$ cat src/rtl/utf8cp_pkg.sv
// Shared types and constants for the UTF-8 code point lookup core.
`default_nettype none
package utf8cp_pkg;

    localparam int BYTE_W = 8;
    localparam int TGT_W  = 16;
    localparam int ACC_W  = 21;
    localparam int CP_W   = 22;
    localparam int CONT_W = 6;

    localparam logic [CP_W-1:0] CP_NOT_FOUND = {CP_W{1'b1}};

    typedef struct packed {
        logic            emit;
        logic            found;
        logic [CP_W-1:0] cp_value;
    } t_step_out;

endpackage
`default_nettype wire

$ cat src/rtl/utf8cp_decode.sv
// Per-byte sequence decoder with string state and code point position counter.
`default_nettype none
module utf8cp_decode
    import utf8cp_pkg::*;
#(
    parameter int INDEX_BITS = 16
) (
    input  wire logic              i_clk,
    input  wire logic              i_rst_n,
    input  wire logic              i_advance,
    input  wire logic [BYTE_W-1:0] i_data_byte,
    input  wire logic [TGT_W-1:0]  i_target_index,
    output t_step_out              o_step
);

    localparam int CMP_W = (INDEX_BITS > TGT_W) ? INDEX_BITS : TGT_W;

    logic [1:0]            r_rem, n_rem;
    logic [ACC_W-1:0]      r_acc, n_acc;
    logic [INDEX_BITS-1:0] r_cnt, n_cnt;
    logic                  r_ans, n_ans;
    logic                  finish;
    t_step_out             step;

    always_comb begin
        n_rem         = r_rem;
        n_acc         = r_acc;
        n_cnt         = r_cnt;
        n_ans         = r_ans;
        finish        = 1'b0;
        step.emit     = 1'b0;
        step.found    = 1'b0;
        step.cp_value = CP_NOT_FOUND;

        if (i_data_byte == '0) begin
            step.emit = !r_ans;
            n_rem     = '0;
            n_acc     = '0;
            n_cnt     = '0;
            n_ans     = 1'b0;
        end else if (r_rem != '0) begin
            n_acc  = {r_acc[ACC_W-CONT_W-1:0], i_data_byte[CONT_W-1:0]};
            n_rem  = r_rem - 2'd1;
            finish = (r_rem == 2'd1);
        end else begin
            case (i_data_byte) inside
                8'b0???????: begin
                    n_acc  = ACC_W'(i_data_byte);
                    finish = 1'b1;
                end
                8'b110?????: begin
                    n_acc = ACC_W'(i_data_byte[4:0]);
                    n_rem = 2'd1;
                end
                8'b1110????: begin
                    n_acc = ACC_W'(i_data_byte[3:0]);
                    n_rem = 2'd2;
                end
                8'b11110???: begin
                    n_acc = ACC_W'(i_data_byte[2:0]);
                    n_rem = 2'd3;
                end
                default: begin
                    n_acc  = ACC_W'(i_data_byte[6:0]);
                    finish = 1'b1;
                end
            endcase
        end

        if (finish) begin
            if (!r_ans && ((CMP_W)'(r_cnt) == (CMP_W)'(i_target_index))) begin
                step.emit     = 1'b1;
                step.found    = 1'b1;
                step.cp_value = {1'b0, n_acc};
                n_ans         = 1'b1;
            end
            if (r_cnt != '1) begin
                n_cnt = r_cnt + 1'b1;
            end
        end
    end

    always_ff @(posedge i_clk) begin
        if (!i_rst_n) begin
            r_rem <= '0;
            r_acc <= '0;
            r_cnt <= '0;
            r_ans <= 1'b0;
        end else if (i_advance) begin
            r_rem <= n_rem;
            r_acc <= n_acc;
            r_cnt <= n_cnt;
            r_ans <= n_ans;
        end
    end

    assign o_step = step;

    a_emit_sets_answered: assert property (@(posedge i_clk) disable iff (!i_rst_n)
        i_advance && step.emit && (i_data_byte != '0) |=> r_ans)
        else $error("answered flag not set after a found result");

    a_term_clears: assert property (@(posedge i_clk) disable iff (!i_rst_n)
        i_advance && (i_data_byte == '0) |=> (r_rem == '0) && (r_cnt == '0) && !r_ans)
        else $error("string state not cleared by terminator");

    a_single_answer: assert property (@(posedge i_clk) disable iff (!i_rst_n)
        step.emit |-> !r_ans)
        else $error("second result for one string");

    a_not_found_value: assert property (@(posedge i_clk) disable iff (!i_rst_n)
        step.emit && !step.found |-> (step.cp_value == CP_NOT_FOUND))
        else $error("not-found result without all-ones code point");

endmodule
`default_nettype wire

$ cat src/rtl/utf8cp_out.sv
// Result register between the decoder and the output channel.
`default_nettype none
module utf8cp_out
    import utf8cp_pkg::*;
(
    input  wire logic            i_clk,
    input  wire logic            i_rst_n,
    input  wire logic            i_load,
    input  wire t_step_out       i_step,
    input  wire logic            i_out_ready,
    output logic                 o_out_valid,
    output logic                 o_free,
    output logic                 o_found,
    output logic [CP_W-1:0]      o_cp_value
);

    logic            r_valid, n_valid;
    logic            r_found;
    logic [CP_W-1:0] r_cp;

    assign o_free  = !r_valid || i_out_ready;
    assign n_valid = (i_load && i_step.emit) || (r_valid && !i_out_ready);

    always_ff @(posedge i_clk) begin
        if (!i_rst_n) begin
            r_valid <= 1'b0;
        end else begin
            r_valid <= n_valid;
        end
    end

    always_ff @(posedge i_clk) begin
        if (i_load && i_step.emit) begin
            r_found <= i_step.found;
            r_cp    <= i_step.cp_value;
        end
    end

    assign o_out_valid = r_valid;
    assign o_found     = r_found;
    assign o_cp_value  = r_cp;

endmodule
`default_nettype wire

$ cat src/rtl/utf8_code_point_at_index_core.sv
// Top level of the UTF-8 code point lookup core.
//
//  channel | direction | handshake              | payload
//  --------+-----------+------------------------+-----------------------------
//  input   | in        | i_in_valid / o_in_ready| i_data_byte[7:0]
//  output  | out       | o_out_valid/i_out_ready| o_found, o_cp_value[21:0]
//  config  | in        | i_cfg_we               | i_cfg_wdata[15:0]
//
// One byte per cycle sustained while the result register drains; each input
// transaction passes the input register, decoder and result register in turn.
// Synchronous active-low reset clears target index, string state and valids.
// A stalled result holds the result register; the input register keeps
// accepting while it can drain, and stalls only when both registers are full.
`default_nettype none
module utf8_code_point_at_index_core
    import utf8cp_pkg::*;
#(
    parameter int INDEX_BITS = 16
) (
    input  wire logic              i_clk,
    input  wire logic              i_rst_n,
    input  wire logic              i_in_valid,
    output logic                   o_in_ready,
    input  wire logic [BYTE_W-1:0] i_data_byte,
    output logic                   o_out_valid,
    input  wire logic              i_out_ready,
    output logic                   o_found,
    output logic [CP_W-1:0]        o_cp_value,
    input  wire logic              i_cfg_we,
    input  wire logic [TGT_W-1:0]  i_cfg_wdata
);

    logic              r_in_valid;
    logic [BYTE_W-1:0] r_in_byte;
    logic [TGT_W-1:0]  r_target;
    logic              out_free;
    logic              advance;
    t_step_out         step;

    assign advance    = r_in_valid && out_free;
    assign o_in_ready = !r_in_valid || out_free;

    always_ff @(posedge i_clk) begin
        if (!i_rst_n) begin
            r_in_valid <= 1'b0;
            r_target   <= '0;
        end else begin
            if (o_in_ready) begin
                r_in_valid <= i_in_valid;
            end
            if (i_cfg_we) begin
                r_target <= i_cfg_wdata;
            end
        end
    end

    always_ff @(posedge i_clk) begin
        if (o_in_ready && i_in_valid) begin
            r_in_byte <= i_data_byte;
        end
    end

    utf8cp_decode #(
        .INDEX_BITS (INDEX_BITS)
    ) u_decode (
        .i_clk          (i_clk),
        .i_rst_n        (i_rst_n),
        .i_advance      (advance),
        .i_data_byte    (r_in_byte),
        .i_target_index (r_target),
        .o_step         (step)
    );

    utf8cp_out u_out (
        .i_clk        (i_clk),
        .i_rst_n      (i_rst_n),
        .i_load       (advance),
        .i_step       (step),
        .i_out_ready  (i_out_ready),
        .o_out_valid  (o_out_valid),
        .o_free       (out_free),
        .o_found      (o_found),
        .o_cp_value   (o_cp_value)
    );

endmodule
`default_nettype wire
$ cat config.mk
export PLATFORM = sky130hd
export DESIGN_NAME = utf8_code_point_at_index_core
export DESIGN_NICKNAME = d
export VERILOG_FILES = /design/src/rtl/utf8cp_pkg.sv /design/src/rtl/utf8cp_decode.sv /design/src/rtl/utf8cp_out.sv /design/src/rtl/utf8_code_point_at_index_core.sv
export SDC_FILE = /design/constraint.sdc
export NUM_CORES = 1
export LEC_CHECK = 0
export BUFFER_PORTS_ARGS = -buffer_cell sky130_fd_sc_hd__buf_2
export CORE_MARGIN = 1
export CORE_UTILIZATION = 40
export DETAILED_ROUTE_END_ITERATION = 10
export PLACE_DENSITY_LB_ADDON = 0.08
export SLEW_MARGIN = 10
export SYNTH_ARGS = -nofsm -noshare
export SYNTH_HDL_FRONTEND = slang
export SYNTH_HIERARCHICAL = 1
export SYNTH_SLANG_ARGS = --single-unit
export TNS_END_PERCENT = 5
$ cat constraint.sdc
create_clock -name i_clk -period 2.6 [get_ports i_clk]
set_input_delay 0 -clock i_clk [delete_from_list [all_inputs] [get_ports i_clk]]
set_output_delay 0 -clock i_clk [all_outputs]
set_load 0.1 [all_outputs]
==> results.json <==
{
  "finalSetupViolCount": 0,
  "fillers": 897,
  "cts_root_buf": "clkbuf_8",
  "grt_max_degree": 28,
  "cp.required_ns": 2.68,
  "clock_path_buffers": 2,
  "die_area_sq_um": 9871,
  "status": "finished, final reports clean",
  "port-buffer-count": 53,
  "hold_path_class": "input port to flip-flop",
  "ant_nets": 0,
  "cts_resized": 0,
  "avgViaCountPerCell": 5.229,
  "startpoint_type": "flip-flop",
  "grt_use_total_pct": 18.36,
  "tritoncts": "done",
  "antenna_found_initial": 0,
  "ioPinCount": 54,
  "insertion_delay_ns": 0.35,
  "fin_nets": 495,
  "finalWirelength_mm": 8.705,
  "cts_made_buffers": 9,
  "fmax_mhz": 412.4,
  "synth_cell_types": 56,
  "seq_area_frac_synth_pct": 52.01,
  "die-height_microns": 99.36,
  "htree_levels": 3,
  "die_x_microns": 99.36,
  "cts_setup_buffers": 0,
  "criticalPathCategory": "flip-flop to flip-flop",
  "critPathArrivalTime_ns": 2.51,
  "overflow": 0,
  "worst-path-buf-inv": 2,
  "r2r_setup_slack_ns": 0.18,
  "wl_per_cell_microns": 14.98,
  "critPathSlowestCell": "or4_4",
  "cp_max_fo": 22,
  "finalHoldViolations": 0,
  "endpoint_kind": "flip-flop",
  "synth_edf_count": 31,
  "p_per_area_nw_per_um2": 561.3,
  "diodes": 0,
  "syn-num-nets": 415,
  "num_vias": 3038,
  "finalPower_mw": 2.587,
  "netlist_area_sq_um": 3791,
  "layout-drive-gt1-share_pct": 20.21,
  "finalMaxSlewViolations": 0,
  "fp.coreArea_sq_um": 9196,
  "instances_no_fill": 581,
  "routabilityCongestion": 0.8705,
  "fin_crit_sh_pct": 93.26,
  "relSlewSlack_pct": 35.98,
  "dp_hpwl_mm": 6.024,
  "crit_family": "simple AND/OR/NAND/NOR gates",
  "ir_drop_v": 0.0002833,
  "finClkSkew_ns": 0.01193,
  "rows": 35,
  "fin_crit_ns": 2.425,
  "path_cells": "or4_4, or2_0, and4_4, nand2_4, o21ai_0, nand2_1, inv_1, buf_4",
  "grt_pass1_vias": 2901,
  "clkSinkCount": 83,
  "p_leak_nw": 1.636,
  "first_pass_iters": 4,
  "first_iter_violations": 97,
  "synth_warnings": 6,
  "cp_slowest_stage_delay_ns": 0.56,
  "worst_pin_slew_ns": 0.9567,
  "avgSynthCellArea_sq_um": 9.847,
  "grt_pass1_wl_mm": 14.11,
  "async_flop_share_pct": 0,
  "ys_ff_latch": 83,
  "drc": 0,
  "netlist_instances": 385,
  "cts_hold_buf": 26,
  "syn2layout_area_growth_pct": 21.58,
  "path_clk_slew_ns": 0.09,
  "tns_ns": 0,
  "grt_setup_unrepaired": "false",
  "initial_core_util_pct": 41.22,
  "place_inst": 539,
  "synthFlopType": "dfxtp_1",
  "max_cap_violations": 0
}
registers in the layout, summed over array words and instances, names as in the netlist:
register / count
r_in_byte: 8
r_in_valid: 1
r_target: 16
u_decode/r_acc: 15
u_decode/r_ans: 1
u_decode/r_cnt: 16
u_decode/r_rem: 2
u_out/o_cp_value: 22
u_out/o_found: 1
u_out/o_out_valid: 1
per-layer routing:
layer	up-vias	share of wire, %	GRT usage (%)
met5	-	0	0
met4	0	2.2	7.692
met3	16	3.7	2.811
met2	90	50	31.78
met1	1402	44	22.83
li1	1530	-	-
metrics by stage:
step	worst slack [ns]	util (%)	hold WS [ns]	cell area, sq um
finish	0.1753	50.12	0.1295	4609
global route	0.05564	50.12	0.1544	4609
CTS	0.1682	50.12	0.1390	4609
detailed placement	0.2051	45.14	0.1815	4151
global placement	0.2577	45.14	0.1783	4151
floorplan	0.07019	-	0.09887	3791
cell families after synthesis:
kind of cell / Yosys count / synth area share (%)
compound gates: 61 / 10.26
buf+inv: 30 / 4.323
simple gates: 172 / 23.53
xor+xnor: 16 / 3.696
mux: 22 / 5.842
fa+ha+maj: 1 / 0.3300
flops: 83 / 52.01
cell usage in the layout, fill, tap and decap left out, types with 9 or more instances in the layout:
cell / count
nand2_1: 59
buf_2: 53
dfxtp_1: 52
edfxtp_1: 31
dlygate4sd3_1: 26
a21oi_1: 23
nand3_1: 22
mux2i_1: 21
nor2_1: 20
nor2b_1: 18
buf_4: 12
xnor2_1: 11
nor4_1: 10
clkbuf_8: 9
cell usage after synthesis, types with 4 or more instances:
cell	instances	area [sq um]
a21oi_1	23	115.1
or3_1	4	25.02
mux2i_1	21	210.2
dfxtp_1	52	1041
nor4_1	10	62.56
buf_2	4	20.02
buf_6	4	45.04
inv_1	6	22.52
nand2_1	59	221.5
nand3_1	22	110.1
xnor2_1	11	96.34
nand4_1	7	43.79
nand2b_1	8	50.05
nor3_1	5	25.02
a31oi_1	7	43.79
edfxtp_1	31	930.9
xor2_1	5	43.79
o21ai_0	8	40.04
clkbuf_1	12	45.04
nor2_1	20	75.07
nor2b_1	18	112.6
final cells by class:
cell class | instances | area (sq um) | area share (%)
Sequential cell | 83 | 1972 | 42.78
Multi-Input combinational cell | 272 | 1655 | 35.91
Timing Repair Buffer | 91 | 615.6 | 13.36
Tap cell | 111 | 138.9 | 3.013
Clock buffer | 9 | 123.9 | 2.687
Clock inverter | 7 | 73.82 | 1.602
Inverter | 8 | 30.03 | 0.6515
power breakdown:
part	leakage (nW)	internal, mW	switching [mW]
sequential	0.655	1.38	0.0274
clock	0.100	0.451	0.493
combinational	0.881	0.111	0.127
path summary, 6_finish.rpt:
path / from / to / cells after the start
setup reg to reg: r_in_byte[3]$_DFFE_PP_ / u_out/o_cp_value[4]$_DFFE_PP_ / 8
setup / recovery: r_in_byte[3]$_DFFE_PP_ / u_out/o_cp_value[4]$_DFFE_PP_ / 8
hold / removal: i_rst_n / u_decode/r_cnt[7]$_SDFFE_PN0P_ / 2
hold reg to reg: u_decode/r_acc[13]$_SDFFE_PN0P_ / u_decode/r_acc[13]$_SDFFE_PN0P_ / 2
(Power assumes the default switching activity.)
